### config.mk
export PLATFORM = sky130hd
export DESIGN_NAME = click_drag_gesture_classifier_top
export DESIGN_NICKNAME = d
export VERILOG_FILES = /design/src/hdl/cdgc_pkg.sv /design/src/hdl/cdgc_front.sv /design/src/hdl/cdgc_queue.sv /design/src/hdl/cdgc_back.sv /design/src/hdl/click_drag_gesture_classifier_top.sv
export VERILOG_INCLUDE_DIRS = /design/src /design/src/hdl
export SDC_FILE = /design/constraint.sdc
export NUM_CORES = 1
export LEC_CHECK = 0
export ABC_AREA = 1
export BUFFER_PORTS_ARGS = -buffer_cell sky130_fd_sc_hd__buf_2
export CORE_ASPECT_RATIO = 0.6
export CORE_MARGIN = 2
export CORE_UTILIZATION = 45
export CTS_CLUSTER_DIAMETER = 30
export DETAILED_ROUTE_END_ITERATION = 10
export GPL_ROUTABILITY_DRIVEN = 0
export PLACE_DENSITY = 0.66
export SLEW_MARGIN = 5
export SYNTH_ARGS = -nofsm -noshare
export SYNTH_HDL_FRONTEND = slang
export SYNTH_SLANG_ARGS = --single-unit
export TNS_END_PERCENT = 30
### constraint.sdc
create_clock -name clk -period 9.77 [get_ports clk]
set_input_delay 0.977 -clock clk [delete_from_list [all_inputs] [get_ports clk]]
set_output_delay 0.977 -clock clk [all_outputs]
set_load 0.05 [all_outputs]
### src/hdl/click_drag_gesture_classifier_top_defines.svh
// Assertion macros shared by the click and drag gesture classifier modules.
`ifndef CLICK_DRAG_GESTURE_CLASSIFIER_TOP_DEFINES_SVH
`define CLICK_DRAG_GESTURE_CLASSIFIER_TOP_DEFINES_SVH

// Same-cycle implication, sampled on clk and off during rst.
`define CDGC_ASSERT_NOW(label, ante, cons, msg) \
  label: assert property (@(posedge clk) disable iff (rst) (ante) |-> (cons)) \
    else $error(msg);

// Next-cycle implication, sampled on clk and off during rst.
`define CDGC_ASSERT_NEXT(label, ante, cons, msg) \
  label: assert property (@(posedge clk) disable iff (rst) (ante) |=> (cons)) \
    else $error(msg);

`endif

### src/hdl/cdgc_pkg.sv
// Types, codes and constants for the click and drag gesture classifier.
package cdgc_pkg;

  // Event codes on the input word.
  localparam logic [1:0] OP_MOVE  = 2'd0;
  localparam logic [1:0] OP_DOWN  = 2'd1;
  localparam logic [1:0] OP_UP    = 2'd2;
  localparam logic [1:0] OP_WHEEL = 2'd3;

  // Result kinds on the output word.
  localparam logic [1:0] KIND_WHEEL = 2'd0;
  localparam logic [1:0] KIND_DOWN  = 2'd1;
  localparam logic [1:0] KIND_DRAG  = 2'd2;
  localparam logic [1:0] KIND_MULTI = 2'd3;

  // Register indexes on the configuration port.
  localparam logic [1:0] REG_ENABLE = 2'd0;
  localparam logic [1:0] REG_DCT    = 2'd1;
  localparam logic [1:0] REG_DX     = 2'd2;
  localparam logic [1:0] REG_DY     = 2'd3;

  // Reset values of the registers.
  localparam logic        ENABLE_RST = 1'b1;
  localparam logic [15:0] DCT_RST    = 16'd500;
  localparam logic [7:0]  DX_RST     = 8'd4;
  localparam logic [7:0]  DY_RST     = 8'd4;

  // Gesture thresholds.
  localparam int unsigned DRAG_MIN    = 15;
  localparam logic [8:0]  DRAG_MIN_SQ = 9'(DRAG_MIN * DRAG_MIN);
  localparam logic [31:0] MULTI_MIN   = 32'd2;
  localparam logic [31:0] COUNT_MAX   = 32'hFFFF_FFFF;

  // Command queue between front and back.
  localparam int unsigned QDEPTH = 2;
  localparam int unsigned QA_W   = $clog2(QDEPTH);
  localparam int unsigned QC_W   = $clog2(QDEPTH + 1);

  typedef struct packed {
    logic [1:0]         op;
    logic signed [15:0] pos_x;
    logic signed [15:0] pos_y;
    logic [31:0]        event_time;
    logic signed [15:0] wheel_amount;
    logic               synthetic;
  } in_t;

  typedef struct packed {
    logic [1:0]         kind;
    logic signed [15:0] out_x;
    logic signed [15:0] out_y;
    logic signed [15:0] out_wheel;
    logic [31:0]        out_count;
    logic [31:0]        sequence_res;
  } out_t;

  // One classified command as it waits in the queue.
  typedef struct packed {
    logic [1:0]         op;
    logic signed [15:0] x;
    logic signed [15:0] y;
    logic [31:0]        t;
    logic signed [15:0] wheel;
  } cmd_t;

  // Configuration seen by the back part.
  typedef struct packed {
    logic        enable;
    logic [15:0] dct;
    logic [7:0]  dx;
    logic [7:0]  dy;
  } cfg_t;

  // Magnitude of a 17-bit signed difference.
  function automatic logic [16:0] mag17(input logic [16:0] d);
    mag17 = d[16] ? 17'(-d) : d;
  endfunction

endpackage

### src/hdl/cdgc_front.sv
// Front part: accepts pointer words, drops ignored ones, queues commands.
module cdgc_front (
  input  logic             in_valid,
  output logic             in_ready,
  input  cdgc_pkg::in_t    in_word,
  input  logic             q_full,
  output logic             push,
  output cdgc_pkg::cmd_t   push_cmd
);

  // A word is taken whenever the queue has room.
  assign in_ready = !q_full;

  // Synthetic events and moves have no effect, so they never enter the queue.
  always_comb begin
    push = in_valid && !q_full && !in_word.synthetic && (in_word.op != cdgc_pkg::OP_MOVE);
    push_cmd.op    = in_word.op;
    push_cmd.x     = in_word.pos_x;
    push_cmd.y     = in_word.pos_y;
    push_cmd.t     = in_word.event_time;
    push_cmd.wheel = in_word.wheel_amount;
  end

endmodule

### src/hdl/cdgc_queue.sv
// Short command queue between the front and back parts.
`include "click_drag_gesture_classifier_top_defines.svh"

module cdgc_queue (
  input  logic           clk,
  input  logic           rst,
  input  logic           push,
  input  cdgc_pkg::cmd_t push_cmd,
  input  logic           pop,
  output logic           full,
  output logic           not_empty,
  output cdgc_pkg::cmd_t head
);

  cdgc_pkg::cmd_t                  slots [cdgc_pkg::QDEPTH];
  logic [cdgc_pkg::QA_W-1:0]       wptr;
  logic [cdgc_pkg::QA_W-1:0]       rptr;
  logic [cdgc_pkg::QC_W-1:0]       count;

  assign full      = (count == cdgc_pkg::QC_W'(cdgc_pkg::QDEPTH));
  assign not_empty = (count != '0);
  assign head      = slots[rptr];

  // Pointers and fill count.
  always_ff @(posedge clk) begin
    if (rst) begin
      wptr  <= '0;
      rptr  <= '0;
      count <= '0;
    end else begin
      if (push) begin
        wptr <= (wptr == cdgc_pkg::QA_W'(cdgc_pkg::QDEPTH - 1)) ? '0 : wptr + 1'b1;
      end
      if (pop) begin
        rptr <= (rptr == cdgc_pkg::QA_W'(cdgc_pkg::QDEPTH - 1)) ? '0 : rptr + 1'b1;
      end
      if (push && !pop) begin
        count <= count + cdgc_pkg::QC_W'(1);
      end else if (pop && !push) begin
        count <= count - cdgc_pkg::QC_W'(1);
      end
    end
  end

  // Slot storage.
  always_ff @(posedge clk) begin
    if (push) begin
      slots[wptr] <= push_cmd;
    end
  end

  `CDGC_ASSERT_NOW(a_no_push_full, push, !full, "command pushed into a full queue")
  `CDGC_ASSERT_NOW(a_no_pop_empty, pop, not_empty, "command popped from an empty queue")

endmodule

### src/hdl/cdgc_back.sv
// Back part: runs the click and drag state and holds the result word.
`include "click_drag_gesture_classifier_top_defines.svh"

module cdgc_back (
  input  logic            clk,
  input  logic            rst,
  input  cdgc_pkg::cfg_t  cfg,
  input  logic            q_not_empty,
  input  cdgc_pkg::cmd_t  head,
  output logic            pop,
  output logic            out_valid,
  input  logic            out_ready,
  output cdgc_pkg::out_t  out_word
);

  logic [31:0]        last_click_time;
  logic signed [15:0] last_click_x;
  logic signed [15:0] last_click_y;
  logic [31:0]        click_count;
  logic [31:0]        click_sequence;
  logic               button_held;
  logic signed [15:0] press_x;
  logic signed [15:0] press_y;

  logic [31:0]        click_count_next;
  logic [31:0]        click_sequence_next;
  logic               button_held_next;
  logic               down_upd;
  logic               emit;
  cdgc_pkg::out_t     res;

  logic [31:0]        gap;
  logic [16:0]        adx;
  logic [16:0]        ady;
  logic [16:0]        pdx;
  logic [16:0]        pdy;
  logic [7:0]         sqx;
  logic [7:0]         sqy;
  logic               near;
  logic               drag;

  // The head command moves on when the result slot is free or being emptied.
  assign pop = q_not_empty && (!out_valid || out_ready);

  // Multi-click window against the last click, and press-to-release distance.
  always_comb begin
    gap  = head.t - last_click_time;
    adx  = cdgc_pkg::mag17(17'({head.x[15], head.x} - {last_click_x[15], last_click_x}));
    ady  = cdgc_pkg::mag17(17'({head.y[15], head.y} - {last_click_y[15], last_click_y}));
    near = (gap <= {16'd0, cfg.dct}) && (adx <= {9'd0, cfg.dx}) && (ady <= {9'd0, cfg.dy});
    pdx  = cdgc_pkg::mag17(17'({head.x[15], head.x} - {press_x[15], press_x}));
    pdy  = cdgc_pkg::mag17(17'({head.y[15], head.y} - {press_y[15], press_y}));
    // Either leg at the threshold is a drag; otherwise both are below 16.
    sqx  = {4'd0, pdx[3:0]} * {4'd0, pdx[3:0]};
    sqy  = {4'd0, pdy[3:0]} * {4'd0, pdy[3:0]};
    drag = (pdx >= 17'(cdgc_pkg::DRAG_MIN)) || (pdy >= 17'(cdgc_pkg::DRAG_MIN)) ||
           ((9'(sqx) + 9'(sqy)) >= cdgc_pkg::DRAG_MIN_SQ);
  end

  // Per-command state update and result word.
  always_comb begin
    click_count_next    = click_count;
    click_sequence_next = click_sequence;
    button_held_next    = button_held;
    down_upd            = 1'b0;
    emit                = 1'b0;
    res.kind            = cdgc_pkg::KIND_WHEEL;
    res.out_x           = head.x;
    res.out_y           = head.y;
    res.out_wheel       = '0;
    res.sequence_res    = '0;
    case (head.op)
      cdgc_pkg::OP_WHEEL: begin
        emit          = 1'b1;
        res.out_wheel = head.wheel;
      end
      cdgc_pkg::OP_DOWN: begin
        emit     = 1'b1;
        res.kind = cdgc_pkg::KIND_DOWN;
        if (cfg.enable) begin
          down_upd = 1'b1;
          if (!near) begin
            click_count_next = 32'd1;
          end else if (click_count != cdgc_pkg::COUNT_MAX) begin
            click_count_next = click_count + 32'd1;
          end
          click_sequence_next = click_sequence + 32'd1;
          button_held_next    = 1'b1;
        end
      end
      cdgc_pkg::OP_UP: begin
        if (cfg.enable && button_held) begin
          button_held_next = 1'b0;
          if (drag) begin
            emit     = 1'b1;
            res.kind = cdgc_pkg::KIND_DRAG;
          end else if (click_count >= cdgc_pkg::MULTI_MIN) begin
            emit                = 1'b1;
            res.kind            = cdgc_pkg::KIND_MULTI;
            click_sequence_next = click_sequence + 32'd1;
            res.sequence_res    = click_sequence + 32'd1;
          end
        end
      end
      default: begin
        emit = 1'b0;
      end
    endcase
    res.out_count = click_count_next;
  end

  // Control state and result valid.
  always_ff @(posedge clk) begin
    if (rst) begin
      click_count    <= '0;
      click_sequence <= '0;
      button_held    <= 1'b0;
      out_valid      <= 1'b0;
    end else begin
      if (pop) begin
        click_count    <= click_count_next;
        click_sequence <= click_sequence_next;
        button_held    <= button_held_next;
        out_valid      <= emit;
      end else if (out_ready) begin
        out_valid <= 1'b0;
      end
    end
  end

  // Click position history; reset to zero since the window check reads it.
  always_ff @(posedge clk) begin
    if (rst) begin
      last_click_time <= '0;
      last_click_x    <= '0;
      last_click_y    <= '0;
      press_x         <= '0;
      press_y         <= '0;
    end else if (pop && down_upd) begin
      last_click_time <= head.t;
      last_click_x    <= head.x;
      last_click_y    <= head.y;
      press_x         <= head.x;
      press_y         <= head.y;
    end
  end

  // Result word.
  always_ff @(posedge clk) begin
    if (pop && emit) begin
      out_word <= res;
    end
  end

  `CDGC_ASSERT_NOW(a_pop_slot_free, pop, !out_valid || out_ready, "command popped over a held word")
  `CDGC_ASSERT_NEXT(a_down_notice, pop && head.op == cdgc_pkg::OP_DOWN, out_valid && out_word.kind == cdgc_pkg::KIND_DOWN, "left down gave no down notice")

endmodule

### src/hdl/click_drag_gesture_classifier_top.sv
// Click and drag gesture classifier: top level with register port and channel wiring.
// Takes one pointer word per cycle while the queue has room and gives at most one
// result word per event. An accepted word goes into the queue and is then
// registered in the result register; throughput is one word per cycle while
// out_ready is high, set by the back part. A two-entry command queue sits between
// the front and back parts, so in_ready drops only when that queue is full. Moves
// and synthetic events are accepted and give no result. Registers sit at byte
// addresses 0 (enable), 4 (double-click time), 8 (dx) and 12 (dy).
module click_drag_gesture_classifier_top (
  input  logic            clk,
  input  logic            rst,
  input  logic            in_valid,
  output logic            in_ready,
  input  cdgc_pkg::in_t   in_word,
  output logic            out_valid,
  input  logic            out_ready,
  output cdgc_pkg::out_t  out_word,
  input  logic            psel,
  input  logic            penable,
  input  logic            pwrite,
  input  logic [3:0]      paddr,
  input  logic [31:0]     pwdata,
  output logic [31:0]     prdata,
  output logic            pready
);

  cdgc_pkg::cfg_t  cfg;
  cdgc_pkg::cmd_t  push_cmd;
  cdgc_pkg::cmd_t  head;
  logic            push;
  logic            pop;
  logic            q_full;
  logic            q_not_empty;
  logic [1:0]      reg_sel;

  assign pready  = 1'b1;
  assign reg_sel = paddr[3:2];

  // Configuration registers, written in the access cycle.
  always_ff @(posedge clk) begin
    if (rst) begin
      cfg.enable <= cdgc_pkg::ENABLE_RST;
      cfg.dct    <= cdgc_pkg::DCT_RST;
      cfg.dx     <= cdgc_pkg::DX_RST;
      cfg.dy     <= cdgc_pkg::DY_RST;
    end else if (psel && penable && pwrite) begin
      case (reg_sel)
        cdgc_pkg::REG_ENABLE: cfg.enable <= pwdata[0];
        cdgc_pkg::REG_DCT:    cfg.dct    <= pwdata[15:0];
        cdgc_pkg::REG_DX:     cfg.dx     <= pwdata[7:0];
        cdgc_pkg::REG_DY:     cfg.dy     <= pwdata[7:0];
        default: begin
          cfg.enable <= cfg.enable;
        end
      endcase
    end
  end

  // Register read-back.
  always_comb begin
    case (reg_sel)
      cdgc_pkg::REG_ENABLE: prdata = {31'd0, cfg.enable};
      cdgc_pkg::REG_DCT:    prdata = {16'd0, cfg.dct};
      cdgc_pkg::REG_DX:     prdata = {24'd0, cfg.dx};
      cdgc_pkg::REG_DY:     prdata = {24'd0, cfg.dy};
      default:              prdata = '0;
    endcase
  end

  // Front part: acceptance and filtering.
  cdgc_front u_front (
    .in_valid (in_valid),
    .in_ready (in_ready),
    .in_word  (in_word),
    .q_full   (q_full),
    .push     (push),
    .push_cmd (push_cmd)
  );

  // Command queue.
  cdgc_queue u_queue (
    .clk       (clk),
    .rst       (rst),
    .push      (push),
    .push_cmd  (push_cmd),
    .pop       (pop),
    .full      (q_full),
    .not_empty (q_not_empty),
    .head      (head)
  );

  // Back part: click state and result register.
  cdgc_back u_back (
    .clk         (clk),
    .rst         (rst),
    .cfg         (cfg),
    .q_not_empty (q_not_empty),
    .head        (head),
    .pop         (pop),
    .out_valid   (out_valid),
    .out_ready   (out_ready),
    .out_word    (out_word)
  );

endmodule
Word-level counts from Yosys, hierarchy flattened
Memories as Yosys holds them, arrays and structs flattened. A register that Yosys moved wholly into a read port is not among the register bits.
Index checks and enable logic that the tools add are counted.
Word-level totals
  register bits after elaboration: 281
  memory bits (writable): 164
  input port bits: 126
  memories: 1
Memories
  u_queue.slots: words 2, bits a word 82, rd ports 1, clocked after memory_dff 1, write ports 1, RTL line cdgc_queue.sv:15  | cdgc_pkg::cmd_t slots [cdgc_pkg::QDEPTH];
Cells by class
  add/subtract/negate cells: 12
  $mul: 2
  magnitude comparators: 7
  eq/ne operators: 12
  multiplexer cells: 35
  bitwise gates (word level): 3
  reductions and logical operators: 35
Operators by type and width (count)
  32-bit 2-to-1 mux: 8
  32-bit case mux with 4 select lines: 1
  32-bit by 1-bit adder with 32-bit output, second input constant: 2
  32-bit case mux with 2 select lines: 1
  17-bit by 4-bit greater-or-equal comparator with 1-bit output, second input constant: 2
  17-bit by 8-bit <= comparator with 1-bit output: 2
  17-bit 2-to-1 mux: 2
  17-bit negator: 2
  16-bit by 16-bit subtractor with 17-bit output: 2
  32-bit by 2-bit greater-or-equal comparator with 1-bit output, second input constant: 1
  32-bit by 16-bit <= comparator with 1-bit output: 1
  32-bit inequality test, second input constant: 1
  32-bit subtractor: 1
  4-bit by 4-bit multiplier with 8-bit output: 2
  1-bit 2-to-1 mux: 15
  1-bit logical AND: 13
  2-bit equality test, second input constant: 5
  2-bit 2-to-1 mux: 5
  2-bit nonzero test: 5
  8-bit by 8-bit adder with 9-bit output: 1
  9-bit by 8-bit greater-or-equal comparator with 1-bit output, second input constant: 1
  2-bit AND reduction: 4
  6-bit AND reduction: 1
  1-bit logical NOT: 5
  14 further kinds: 23

Depth between registers and ports, before layout
Gate-level depths: netlist of the first run.
  word-level depth: 11
  mapped depth: 47
  mapped depth without buffers: 44

Cells and area by module
A second synthesis of the first run with hierarchy kept.
Unflattened totals
  cells, all modules: 3095
  area total of the unflattened synthesis: 26133.8 sq um
By module, submodules not included
  cdgc_back: times used 1, cells an instance 2454, area an instance 17250.3 sq um, seq. area each 6025.8 sq um
  cdgc_queue: times used 1, cells an instance 288, area an instance 6546.3 sq um, seq. area each 5024.8 sq um
  click_drag_gesture_classifier_top: times used 1, cells an instance 266, area an instance 1700.4 sq um, seq. area each 660.6 sq um
  cdgc_front: times used 1, cells an instance 87, area an instance 636.9 sq um, seq. area each 0.0 sq um

Least setup slack after synthesis of the first run
Ideal clock, no wire load.
  kind: register to register
  from: register with a tool-made name
  to: register, netlist name u_back.out_word[0]
  setup time: 0.467 ns
  arrival: 8.919 ns
  data required time: 9.303 ns
  setup slack: 0.383 ns
  stages on the path, launching flop included: 44
  buffers on the path: 1
  clock period less this slack: 9.387 ns
  cell sequence: dfxtp_1 > clkbuf_1 > clkinv_1 > or2_2 > o21ai_0 > ha_1 > inv_1 > fa_1 > nand2_1 > nand2_1 > nand4_1 > nand2_1 > nand2_1 > nand3_1 > nand2_2 > inv_4 > o21ai_0 > nand2_1 > [... 8 more ...] > inv_1 > ha_1 > fa_1 > xor2_1 > nand3_1 > a21oi_1 > nand3_1 > nand2_1 > nor2_1 > nand3_1 > nor2_1 > nand3_1 > nor2_2 > nand3_1 > nand2_1 > nand2_1 > nand2_1 > inv_1

==> results.md, run 1 <==
| Step | Item | This run |
|:---|:---|:---|
| timing | Slew margin rel. | 0.197 |
| timing | Number of failing hold endpoints at the final stage | 0 |
| timing | Final setup TNS | 0 ns |
| clock tree | CTS resizes | 0 |
| layout | Seq. cell area | 11700 µm² |
| clock tree | Clock tree from TritonCTS | yes |
| setup path | Critical path arrival | 9.23 ns |
| clock tree | Skew-Pair Late Insertion Delay | 0.64 ns |
| timing | Part of the cycle the worst path needs | 0.916 |
| yosys | Synthesized area per cell | 7.95 µm² |
| yosys | Fraction of post-synthesis cell area in the top cell type by area | 0.335 |
| die | Die Ht | 186 µm |
| detailed routing | Drc violations | 0 |
| detailed routing | Violation count after the first detailed-routing iteration | 1805 |
| global route | Global-route wire length before repair | 101000 µm |
| layout | Fillers | 5045 |
| die | Horizontal extent of the die | 308 µm |
| yosys | Number of enable flip-flop cells after synthesis | 278 |
| layout | Fraction of layout cells with a size suffix above 1 | 0.135 |
| detailed routing | Via count | 20900 |
| detailed routing | Drt wl/cell | 15.4 µm |
| setup path | Setup CP Type | reg -> reg |
| setup path | Crit path max-delay cell type | fa_1 |
| setup path | Top cell by count, worst path | nand2_1 |
| worst hold path | Cell count of the worst hold path | 2 |
| global route | Number of global-route vias before repair | 19100 |
| setup path | Number of cells traversed by the worst register-to-register path | 43 |
| global route | All-layer global routing usage | 0.223 |
| placement | HPWL after detailed placement | 45900 µm |
| worst hold path | Path class of the lowest-slack min-delay path | reg -> reg |
| yosys | Ranking of synthesized cells by area | edfxtp_1 34%, dfxtp_1 14%, nand2_1 13% |
| placement | Number of buffers inserted by port buffering | 239 |
| setup path | Reg-to-reg endpoint | u_back.out_word[56]$_DFFE_PP_ |
| timing | Maximum achievable frequency | 112 MHz |
| yosys | Share of synthesized area occupied by flip-flops and latches | 0.471 |
| detailed routing | Detailed Route WL | 64200 µm |
| timing | Time the final worst path needs with I/O delays and setup | 8.95 ns |
| clock tree | Clock edge transition at the registers on the reported setup and hold paths | 0.05 ns |
| yosys | Count of cell types in the netlist | 49 |
| yosys | Number of warning messages in the yosys log | 0 |
| yosys | Flip-flop and latch count after synthesis | 446 |
| yosys | Top_reg_cell synth | edfxtp_1 |
| setup path | Maximum fanout encountered on the critical timing path | 76 |
| clock tree | Hold-fix buffers at CTS | 0 |
| setup path | R2r setup slk | 0.82 ns |
| worst hold path | Hold path startpoint | u_back.last_click_y[14]$_SDFFE_PP0P_ |
| die | Starting Density | 0.457 |
| global route | Pin count of the biggest net entering global routing | 123 |
| timing | Transition time of the tightest slew-check pin | 1.20 ns |
| clock tree | Max H-tree Level | 3 |
| clock tree | Clock buffer count from CTS | 81 |
| setup path | Delay of the slowest cell on the worst path | 0.54 ns |
| detailed routing | DR vias/cell | 5.02 |
| die | CORE AREA | 54400 µm² |
| die | Die Footprint | 57300 µm² |
| yosys | Commonest cells post-synth | 838 x nand2_1, 421 x inv_1, 330 x nor2_1 |
| clock tree | Master cell of the clock root buffer | clkbuf_16 |
| global route | Initial antenna violation count | 2 |
| detailed routing | Detailed Routing Iterations Pass 1 | 8 |
| setup path | Worst Setup Start Kind | register |
| global route | Global route total overflow | 0 |
| setup path | Crit. End Element | register |
| yosys | Largest area contributor in the netlist | edfxtp_1 |
| worst hold path | Hold Crit Endpoint | u_back.last_click_y[14]$_SDFFE_PP0P_ |
| layout | Area occupied by multi-input gates | 11100 µm² |
| clock tree | Number of clock sinks seen by CTS | 446 |
| detailed routing | Detail Route Antenna Nets | 0 |
| clock tree | Post-CTS setup buffer count | 0 |
| timing | Unrepaired setup endpoints after global routing | false |
| setup path | Largest delay contributor family on the critical path | adder cells |
| setup path | Buffers plus inverters on the worst setup path | 9 |
| yosys | Cell with the most instances after synthesis | nand2_1 |
| timing | Fin. max-slew vios | 0 |
| layout | Final instance area | 29600 µm² |
| yosys | Ys async rst share | 0 |
| run status | Result of the run | complete, no violations |
| layout | Signed area change from the synthesized netlist to the final layout | 19.0% |
| yosys | Synthesized instance count | 3129 |
| timing | Final clock skew | 0.0288 ns |
| yosys | Combined area of all synthesized cells | 24900 µm² |
| placement | Area post-placement | 26700 µm² |
| layout | Final #Nets | 3644 |
| timing | # setup viols final | 0 |
| clock tree | Clk buf depth | 3 |
| die | Number of rows in the core area | 66 |
| job | Number of max-capacitance violations reported | 0 |
| setup path | Data required time at the worst endpoint | 10.05 ns |
| die | Count of pins on the block boundary | 275 |
==> cell type report <==
type | instances | area share
Clock buffer | 87 | 0.0702
Multi-Input combinational cell | 2162 | 0.375
Timing Repair Buffer | 257 | 0.0459
Inverter | 436 | 0.0557
Sequential cell | 446 | 0.396
Antenna cell | 1 | 0.0000845
Clock inverter | 65 | 0.0272
Tap cell | 714 | 0.0302
==> layer usage <==
metal  up-vias  part of all wire  GRT usage
li1      10800                 -          -
met1      9513              0.50      0.330
met2       591              0.41      0.324
met3        76             0.081     0.0632
met4         2             0.014     0.0496
met5         -           0.00022          0
==> logic make-up after synthesis <==
| family | share of synthesized area |
|---|---|
| other | 0.000302 |
| DFF | 0.471 |
| buffers and inverters | 0.0865 |
| AOI/OAI and AO/OA | 0.0910 |
| muxes | 0.000804 |
| and+or+nand+nor | 0.251 |
| xor gates and xnor gates | 0.0285 |
| adders and majority gates | 0.0716 |
==> flip-flops by register name, summed over array words and instances, names as in the netlist, named ones only <==
signal                  flops
u_queue.slots             164
u_back.out_word           114
cfg                        33
u_back.click_count         32
u_back.click_sequence      32
u_back.last_click_time     32
u_back.last_click_x        16
u_back.last_click_y        16
u_queue.count               2
u_back.button_held          1
u_back.out_valid            1
u_queue.rptr                1
u_queue.wptr                1
==> cells in the final DEF, fill, tap and decap left out, types with 5 or more instances in the layout <==
master,netlist,final
inv_1,421,418
o21a_1,7,7
o21ai_1,9,9
conb_1,2,17
nor2_1,330,328
ha_1,120,120
edfxtp_1,278,278
o21bai_1,9,9
inv_4,2,5
dfxtp_1,168,167
clkbuf_16,0,81
clkinv_4,0,13
inv_6,0,16
inv_2,11,12
buf_4,23,15
nand2_2,9,9
buf_2,3,239
clkinv_8,0,5
o211ai_1,8,8
bufinv_16,0,8
or2_2,10,10
a21oi_1,207,206
fa_1,14,14
nand2_1,838,838
inv_8,0,11
o21ai_0,174,174
nor4_1,16,16
nor3_1,29,29
nand3b_1,13,13
xnor2_1,19,19
xor2_1,62,62
nand4_1,49,49
o221ai_1,7,7
nand3_1,179,179
clkinv_2,0,7
nor2_2,12,12
==> worst register-to-register path, delay by kind of cell, from the launching register on <==
| kind | cells | cell delay (ns) |
|---|---|---|
| adders and majority gates | 8 | 3.37 |
| and+or+nand+nor | 22 | 2.55 |
| buffers and inverters | 9 | 1.51 |
| DFF | 1 | 0.51 |
| AOI/OAI and AO/OA | 3 | 0.41 |
| xor gates and xnor gates | 1 | 0.18 |
==> worst max-delay path by stage <==
| stage | cells after the start | endpoint | from |
|---|---|---|---|
| after floorplan | 43 | u_back.out_word[0]$_SDFFCE_PP0P_ | register |
| after global placement | 43 | u_back.out_word[104]$_DFFE_PP_ | register |
| final | 43 | u_back.out_word[56]$_DFFE_PP_ | register |
| after global routing | 41 | u_back.out_word[56]$_DFFE_PP_ | register |
| after CTS | 43 | u_back.out_word[56]$_DFFE_PP_ | register |
| after detailed placement | 43 | u_back.out_word[104]$_DFFE_PP_ | register |
==> metrics by stage <==
| stage | instances | util | worst slack (ns) | hold WS (ns) |
|---|---|---|---|---|
| after CTS | 4165 | 0.544 | 0.538 | 0.453 |
| after global routing | 4168 | 0.544 | 0.0671 | 0.471 |
| final | 4168 | 0.544 | 0.819 | 0.456 |
| after global placement | 4013 | 0.491 | 0.807 | 0.435 |
| after floorplan | 3144 | - | 0.383 | 0.426 |
| after detailed placement | 4013 | 0.491 | 0.589 | 0.447 |
Power of run 1 is left out: the tool's default activity adds up to more than one toggle a clock period on the data nets, which glitch-free logic cannot reach.
==> run 2: changes to the inputs <==
--- a/config.mk
+++ b/config.mk
@@ -8,13 +8,15 @@
 export LEC_CHECK = 0
 export ABC_AREA = 1
 export BUFFER_PORTS_ARGS = -buffer_cell sky130_fd_sc_hd__buf_2
+export CELL_PAD_IN_SITES_DETAIL_PLACEMENT = 0
+export CELL_PAD_IN_SITES_GLOBAL_PLACEMENT = 2
 export CORE_ASPECT_RATIO = 0.6
 export CORE_MARGIN = 2
-export CORE_UTILIZATION = 45
+export CORE_UTILIZATION = 32
 export CTS_CLUSTER_DIAMETER = 30
 export DETAILED_ROUTE_END_ITERATION = 10
 export GPL_ROUTABILITY_DRIVEN = 0
-export PLACE_DENSITY = 0.66
+export PLACE_DENSITY_LB_ADDON = 0.1
 export SLEW_MARGIN = 5
 export SYNTH_ARGS = -nofsm -noshare
 export SYNTH_HDL_FRONTEND = slang
==> run 2 against run 1 <==
Wire length is 14% higher. Clock skew is 0.0065 ns lower. Cell area is 1.9% higher. Worst setup slack better by 0.11 ns. Flip-flop and latch count stayed put. Sequential share of layout area is 0.74 points lower. Register-to-register slack better by 0.11 ns. Global-route usage is 3.8 points lower. Critical endpoint is now u_back.out_word[13]$_SDFFCE_PP0P_. Highest routed layer is now met4. Critical path type unchanged.
==> results.md, run 2 (synthesis results as in run 1) <==
| Step | Item | This run | vs previous |
|:---|:---|:---|:---|
| placement | HPWL after detailed placement | 55000 µm | was 45900 µm |
| timing | Fin. max-slew vios | 0 | unchanged |
| layout | Largest registers | u_queue.slots (164), u_back.out_word (114), cfg (33) | unchanged |
| detailed routing | Detailed Routing Iterations Pass 1 | 7 | was 8 |
| timing | Setup ws final | 0.932 ns | was 0.819 ns |
| setup path | Delay of the slowest cell on the worst path | 0.60 ns | was 0.54 ns |
| timing | # setup viols final | 0 | unchanged |
| layout | Seq. cell area | 11700 µm² | unchanged |
| placement | Number of buffers inserted by port buffering | 239 | unchanged |
| timing | Transition time of the tightest slew-check pin | 1.18 ns | was 1.20 ns |
| detailed routing | Violation count after the first detailed-routing iteration | 1390 | was 1805 |
| layout | Highest-count cells in the layout ignoring fill and taps | 838 x nand2_1, 418 x inv_1, 328 x nor2_1, 278 x edfxtp_1, 239 x buf_2 | unchanged |
| detailed routing | DR vias/cell | 4.62 | was 5.02 |
| layout | Most common cell after layout, fill and taps aside | nand2_1 | unchanged |
| detailed routing | Detailed Route WL | 73400 µm | was 64200 µm |
| clock tree | Master cell of the clock root buffer | clkbuf_16 | unchanged |
| global route | Global-route wire length before repair | 115000 µm | was 101000 µm |
| global route | Initial antenna violation count | 3 | was 2 |
| clock tree | Post-CTS setup buffer count | 0 | unchanged |
| setup path | Setup CP Type | reg -> reg | unchanged |
| setup path | Maximum fanout encountered on the critical timing path | 41 | was 76 |
| worst hold path | Path class of the lowest-slack min-delay path | reg -> reg | unchanged |
| die | Starting Density | 0.322 | was 0.457 |
| timing | Maximum achievable frequency | 113 MHz | was 112 MHz |
| layout | Final #Nets | 3651 | was 3644 |
| timing | Time the final worst path needs with I/O delays and setup | 8.84 ns | was 8.95 ns |
| clock tree | Clock edge transition at the registers on the reported setup and hold paths | 0.05 ns | about the same |
| timing | Slew margin rel. | 0.210 | was 0.197 |
| die | CORE AREA | 77300 µm² | was 54400 µm² |
| setup path | Worst Setup Start Kind | register | unchanged |
| setup path | R2r setup slk | 0.93 ns | was 0.82 ns |
| setup path | Data required time at the worst endpoint | 10.16 ns | was 10.05 ns |
| die | Die Footprint | 80100 µm² | was 57300 µm² |
| timing | Final setup TNS | 0 ns | unchanged |
| global route | Global route total overflow | 0 | unchanged |
| layout | Area occupied by multi-input gates | 11100 µm² | unchanged |
| setup path | Crit path max-delay cell type | dfxtp_4 | was fa_1 |
| placement | Pre-CTS WS | 0.739 ns | was 0.589 ns |
| die | Horizontal extent of the die | 364 µm | was 308 µm |
| layout | Fillers | 8077 | was 5045 |
| setup path | Top cell by count, worst path | nand2_1 | unchanged |
| timing | Final clock skew | 0.0223 ns | was 0.0288 ns |
| detailed routing | Via count | 20900 | about the same |
| global route | Number of global-route vias before repair | 20400 | was 19100 |
| global route | Pin count of the biggest net entering global routing | 111 | was 123 |
| clock tree | Max H-tree Level | 3 | unchanged |
| layout | Signed area change from the synthesized netlist to the final layout | 21.3% | was 19.0% |
| clock tree | Clock tree from TritonCTS | yes | unchanged |
| global route | All-layer global routing usage | 0.186 | was 0.223 |
| job | Number of max-capacitance violations reported | 0 | unchanged |
| die | Number of rows in the core area | 79 | was 66 |
| clock tree | Number of clock sinks seen by CTS | 446 | unchanged |
| detailed routing | Detail Route Antenna Nets | 0 | unchanged |
| layout | Register name with the most flops | u_queue.slots | unchanged |
| die | Die Ht | 220 µm | was 186 µm |
| clock tree | Skew-Pair Late Insertion Delay | 0.66 ns | was 0.64 ns |
| detailed routing | Drc violations | 0 | unchanged |
| timing | Number of failing hold endpoints at the final stage | 0 | unchanged |
| detailed routing | Drt wl/cell | 16.2 µm | was 15.4 µm |
| timing | Part of the cycle the worst path needs | 0.905 | was 0.916 |
| timing | Unrepaired setup endpoints after global routing | false | unchanged |
| layout | Largest register FFs | 164 | unchanged |
| setup path | Critical path arrival | 9.23 ns | about the same |
| die | Count of pins on the block boundary | 275 | unchanged |
| clock tree | Clk buf depth | 3 | unchanged |
| run status | Result of the run | complete, no violations | unchanged |
| clock tree | Clock buffer count from CTS | 87 | was 81 |
| setup path | Crit. End Element | register | unchanged |
| layout | Fraction of layout cells with a size suffix above 1 | 0.134 | was 0.135 |
run 2: cell types whose count changed in the layout (fill, tap and decap cells not counted), moves of 2 or more:
cell / change
inv_16: +2
clkinv_1: +6
bufinv_16: -2
clkbuf_1: +8
clkbuf_16: +10
clkinv_2: +6
inv_4: -2
clkinv_4: -7
inv_6: -5
clkinv_8: -4
diode_2: +2
clkinvlp_4: +9
inv_8: -11
run 2: final cells by class:
cell class / instances / share of cell area
diodes: 3 / 0.000249
clock buffers: 106 / 0.0786
clock inverters: 58 / 0.0209
inverters: 436 / 0.0547
multi-input cells: 2162 / 0.368
flip-flops and latches: 446 / 0.388
well taps: 1053 / 0.0437
repair buffers: 258 / 0.0457
run 2: critical path, delay by kind of cell, from the launching register on:
family / cells / cell delay (ns)
fa+ha+maj: 8 / 3.38
simple gates: 22 / 3.20
buf+inv: 9 / 0.95
flops: 1 / 0.60
compound gates: 3 / 0.36
run 2: metrics by stage:
step | cells | utilization | area (µm²) | hold WS [ns]
5_1_grt | 4521 | 0.390 | 30200 | 0.450
2_1_floorplan | 3144 | - | 24900 | 0.426
3_3_place_gp | 4355 | 0.351 | 27200 | 0.423
4_1_cts | 4519 | 0.390 | 30200 | 0.439
3_5_place_dp | 4355 | 0.351 | 27200 | 0.441
6_report | 4522 | 0.390 | 30200 | 0.453
run 2: per-layer routing:
metal,vias up,part of all wire,global-route usage
li1,10800,-,-
met1,9664,0.52,0.279
met2,374,0.41,0.268
met3,90,0.046,0.0390
met4,0,0.018,0.0455
met5,-,0,0
run 2: path summary, 6_finish.rpt:
check,startpoint,to,cells after the start
worst min-delay path,u_queue.rptr$_SDFFE_PP0P_,register,1
worst max register to register,register,u_back.out_word[13]$_SDFFCE_PP0P_,42
worst max-delay path,register,u_back.out_word[13]$_SDFFCE_PP0P_,42
worst min register to register,u_queue.rptr$_SDFFE_PP0P_,register,1
run 2: repair_timing:
item	CTS	global route
resized for setup	0	1
endpoints found under the setup margin	0	40
hold buffers	0	0
endpoints found under the hold margin	0	0
Power of run 2 is left out for the same reason.
==> run 3: changes to the inputs <==
--- a/config.mk
+++ b/config.mk
@@ -6,13 +6,12 @@
 export SDC_FILE = /design/constraint.sdc
 export NUM_CORES = 1
 export LEC_CHECK = 0
-export ABC_AREA = 1
 export BUFFER_PORTS_ARGS = -buffer_cell sky130_fd_sc_hd__buf_2
 export CELL_PAD_IN_SITES_DETAIL_PLACEMENT = 0
 export CELL_PAD_IN_SITES_GLOBAL_PLACEMENT = 2
 export CORE_ASPECT_RATIO = 0.6
 export CORE_MARGIN = 2
-export CORE_UTILIZATION = 32
+export CORE_UTILIZATION = 34
 export CTS_CLUSTER_DIAMETER = 30
 export DETAILED_ROUTE_END_ITERATION = 10
 export GPL_ROUTABILITY_DRIVEN = 0
==> run 3 against run 2 <==
Wire length down 3.9%. First-iteration DRC count fell by 7.2%. Flip-flop and latch count stayed put. Largest cell class is now multi-input gates. Hold slack about the same.
==> results.md, run 3 <==
| Step | Item | This run | vs previous |
|:---|:---|:---|:---|
| run status | Result of the run | complete, no violations | unchanged |
| detailed routing | Detailed Routing Iterations Pass 1 | 5 | was 7 |
| setup path | Top cell by count, worst path | fa_1 | was nand2_1 |
| detailed routing | DR vias/cell | 5.11 | was 4.62 |
| yosys | Synthesized instance count | 2546 | was 3129 |
| global route | Pin count of the biggest net entering global routing | 83 | was 111 |
| detailed routing | Violation count after the first detailed-routing iteration | 1290 | was 1390 |
| timing | Time the final worst path needs with I/O delays and setup | 9.16 ns | was 8.84 ns |
| layout | Highest-count cells in the layout ignoring fill and taps | 300 x nand2_1, 278 x edfxtp_1, 238 x buf_2, 216 x nor2_1, 184 x a21oi_1 | was 838 x nand2_1, 418 x inv_1, 328 x nor2_1, 278 x edfxtp_1, 239 x buf_2 |
| global route | Initial antenna violation count | 5 | was 3 |
| global route | All-layer global routing usage | 0.186 | about the same |
| yosys | Flip-flop and latch count after synthesis | 446 | unchanged |
| die | Count of pins on the block boundary | 275 | unchanged |
| detailed routing | Detailed Route WL | 70500 µm | was 73400 µm |
| clock tree | Clk buf depth | 3 | unchanged |
| yosys | Post-synthesis share of cell area spent on full adders, half adders and majority gates | 0.0715 | was 0.0716 |
| layout | Largest register FFs | 164 | unchanged |
| power and ir drop | Post-layout total power | 10.9 mW |  |
| timing | Final clock skew | 0.0265 ns | was 0.0223 ns |
| layout | Most common cell after layout, fill and taps aside | nand2_1 | unchanged |
| yosys | Number of warning messages in the yosys log | 0 | unchanged |
| placement | Total placed cells including tap cells | 3659 | was 4355 |
| setup path | Data required time at the worst endpoint | 10.27 ns | was 10.16 ns |
| setup path | Buffers plus inverters on the worst setup path | 7 | was 9 |
| setup path | Setup CP Type | reg -> reg | unchanged |
| die | Die Ht | 214 µm | was 220 µm |
| setup path | Delay of the slowest cell on the worst path | 0.56 ns | was 0.60 ns |
| yosys | Synthesized area per cell | 9.78 µm² | was 7.95 µm² |
| worst hold path | Path class of the lowest-slack min-delay path | reg -> reg | unchanged |
| yosys | Commonest cells post-synth | 300 x nand2_1, 278 x edfxtp_1, 219 x nor2_1 | was 838 x nand2_1, 421 x inv_1, 330 x nor2_1 |
| job | Number of max-capacitance violations reported | 0 | unchanged |
| clock tree | Max H-tree Level | 3 | unchanged |
| clock tree | Master cell of the clock root buffer | clkbuf_16 | unchanged |
| timing | Setup ws final | 0.613 ns | was 0.932 ns |
| timing | Hold_ws | 0.453 ns | about the same |
| worst hold path | Hold Crit Endpoint | u_back.last_click_time[23]$_SDFFE_PP0P_ |  |
| detailed routing | Drc violations | 0 | unchanged |
| layout | Final instance area | 30600 µm² | was 30200 µm² |
| yosys | Synthesized-area fraction occupied by ao, oa, aoi and oai cells | 0.134 | was 0.0910 |
| yosys | Top_reg_cell synth | edfxtp_1 | unchanged |
| die | Starting Density | 0.345 | was 0.322 |
| worst hold path | Cell count of the worst hold path | 2 | was 1 |
| setup path | Crit path max-delay cell type | or4b_4 | was dfxtp_4 |
| timing | Transition time of the tightest slew-check pin | 1.29 ns | was 1.18 ns |
| yosys | Mux contribution to synthesized area | 0.0496 | was 0.000804 |
| yosys | Combined area of all synthesized cells | 24900 µm² | about the same |
| yosys | Dominant combinational cell family by area after synthesis | simple AND/OR/NAND/NOR gates | unchanged |
| setup path | Worst Setup Start Kind | register | unchanged |
| placement | Number of buffers inserted by port buffering | 239 | unchanged |
| setup path | Reg-to-reg endpoint | u_back.click_sequence[20]$_SDFFE_PP0P_ | was u_back.out_word[13]$_SDFFCE_PP0P_ |
| yosys | Number of enable flip-flop cells after synthesis | 278 | unchanged |
| clock tree | Number of clock sinks seen by CTS | 446 | unchanged |
| timing | Slew margin rel. | 0.132 | was 0.210 |
| layout | Count of placed standard cells in the final layout, fillers left out | 3844 | was 4522 |
| layout | Register name with the most flops | u_queue.slots | unchanged |
| yosys | XOR/XNOR Fraction of Synth Area | 0.0485 | was 0.0285 |
| die | Horizontal extent of the die | 353 µm | was 364 µm |
| setup path | Number of logic stages on the critical path including buffering | 34 | was 42 |
| detailed routing | Via count | 19600 | was 20900 |
| die | Die Footprint | 75500 µm² | was 80100 µm² |
| layout | Final #Nets | 3045 | was 3651 |
| global route | Number of global-route vias before repair | 19300 | was 20400 |
| layout | Fraction of layout cells with a size suffix above 1 | 0.188 | was 0.134 |
| setup path | R2r setup slk | 0.61 ns | was 0.93 ns |
| power and ir drop | Power density over the cells | 355 nW/µm² |  |
| detailed routing | Drt wl/cell | 18.3 µm | was 16.2 µm |
| timing | Final setup TNS | 0 ns | unchanged |
| clock tree | Clock tree from TritonCTS | yes | unchanged |
| placement | Area post-placement | 27100 µm² | was 27200 µm² |
| clock tree | Skew-Pair Late Insertion Delay | 0.63 ns | was 0.66 ns |
| power and ir drop | Leakage power figure | 11.4 nW |  |
| placement | Pre-CTS WS | 0.457 ns | was 0.739 ns |
| yosys | Cell with the most instances after synthesis | nand2_1 | unchanged |
| timing | Fin. max-slew vios | 0 | unchanged |
| setup path | Number of cells traversed by the worst register-to-register path | 34 | was 42 |
| global route | Global route total overflow | 0 | unchanged |
| yosys | Ys async rst share | 0 | unchanged |
| timing | # setup viols final | 0 | unchanged |
| timing | Number of failing hold endpoints at the final stage | 0 | unchanged |
| yosys | Post-synthesis simple-gate area fraction | 0.178 | was 0.251 |
| yosys | Share of synthesized area occupied by flip-flops and latches | 0.470 | was 0.471 |
| setup path | Maximum fanout encountered on the critical timing path | 60 | was 41 |
| timing | Unrepaired setup endpoints after global routing | false | unchanged |
| timing | Part of the cycle the worst path needs | 0.937 | was 0.905 |
| clock tree | Clock edge transition at the registers on the reported setup and hold paths | 0.05 ns | about the same |
| yosys | Count of cell types in the netlist | 84 | was 49 |
| layout | Utilization of the core after routing | 0.425 | was 0.390 |
| clock tree | Hold-fix buffers at CTS | 0 | unchanged |
| layout | Signed area change from the synthesized netlist to the final layout | 23.1% | was 21.3% |
| timing | Maximum achievable frequency | 109 MHz | was 113 MHz |
| layout | Largest registers | u_queue.slots (164), u_back.out_word (114), cfg (33) | unchanged |
| setup path | Largest delay contributor family on the critical path | adder cells | unchanged |
| power and ir drop | Worst supply voltage drop on vdd | 0.000398 V |  |
| die | CORE AREA | 72100 µm² | was 77300 µm² |
| placement | HPWL after detailed placement | 49000 µm | was 55000 µm |
| clock tree | Clock buffer count from CTS | 96 | was 87 |
| detailed routing | Detail Route Antenna Nets | 0 | unchanged |
| layout | Fillers | 7077 | was 8077 |
| die | Number of rows in the core area | 76 | was 79 |
| global route | Global-route wire length before repair | 110000 µm | was 115000 µm |
| yosys | Fraction of post-synthesis cell area in the top cell type by area | 0.335 | about the same |
| setup path | Crit. End Element | register | unchanged |
| worst hold path | Hold path startpoint | u_back.last_click_time[23]$_SDFFE_PP0P_ | was u_queue.rptr$_SDFFE_PP0P_ |
| setup path | Critical path arrival | 9.66 ns | was 9.23 ns |
| yosys | Largest area contributor in the netlist | edfxtp_1 | unchanged |
| yosys | Ranking of synthesized cells by area | edfxtp_1 34%, dfxtp_1 14%, ha_1 6.0% | was edfxtp_1 34%, dfxtp_1 14%, nand2_1 13% |
[run 3: changes by cell type in the layout (fill, tap and decap cells not counted), sizes merged, moves of 66 or more]
cell   change
inv      -299
nand3    -129
mux2      +66
nand2    -548
nor2     -124
o21ai    -116
[run 3: tightest hold or removal path: stages, from the launching register on]
cell	delay (ns)
dfxtp_1	0.30
nand2_1	0.05
a21oi_1	0.05
[run 3: area by class of cell]
type / count / area, µm² / area share
flip-flops and latches: 446 / 11700 / 0.382
clock inverters: 59 / 833 / 0.0272
well taps: 975 / 1220 / 0.0398
diodes: 1 / 2.50 / 0.0000816
inverters: 144 / 541 / 0.0176
repair buffers: 275 / 1510 / 0.0492
clock buffers: 122 / 2680 / 0.0873
multi-input cells: 1822 / 12200 / 0.397
[run 3: worst max-delay path by stage]
| stage | from | end |
|---|---|---|
| finish | register | u_back.click_sequence[20]$_SDFFE_PP0P_ |
| global route | register | u_back.click_sequence[20]$_SDFFE_PP0P_ |
| CTS | register | u_back.click_sequence[20]$_SDFFE_PP0P_ |
| detailed placement | register | u_back.click_sequence[20]$_SDFFE_PP0P_ |
| global placement | register | u_back.click_sequence[20]$_SDFFE_PP0P_ |
| floorplan | register | u_back.out_word[0]$_SDFFCE_PP0P_ |
[run 3: kinds of logic after synthesis]
group                      after synthesis
AOI/OAI and AO/OA                      503
xor gates and xnor gates               137
adders and majority gates              134
buffers and inverters                  293
DFF                                    446
muxes                                  114
other                                    2
and+or+nand+nor                        917
[run 3: report_power, final]
group | switching [mW] | internal (mW) | total [mW]
clock | 1.05 | 2.43 | 3.48
combinational | 3.20 | 1.89 | 5.09
sequential | 0.0645 | 2.24 | 2.31
[run 3: layer usage]
layer	GRT usage	vias up	wire, µm
met1	0.276	9346	36300
met4	0.0547	4	1340
li1	-	9726	-
met2	0.273	461	29500
met5	0	-	30
met3	0.0345	100	3340
[run 3: timing repair]
| item | in CTS | in global routing |
|---|---|---|
| setup endpoints to repair | 0 | 6 |
| resized for setup | 0 | 3 |
| buffers inserted | 0 | 3 |
Power figures use the tool's default switching activity.
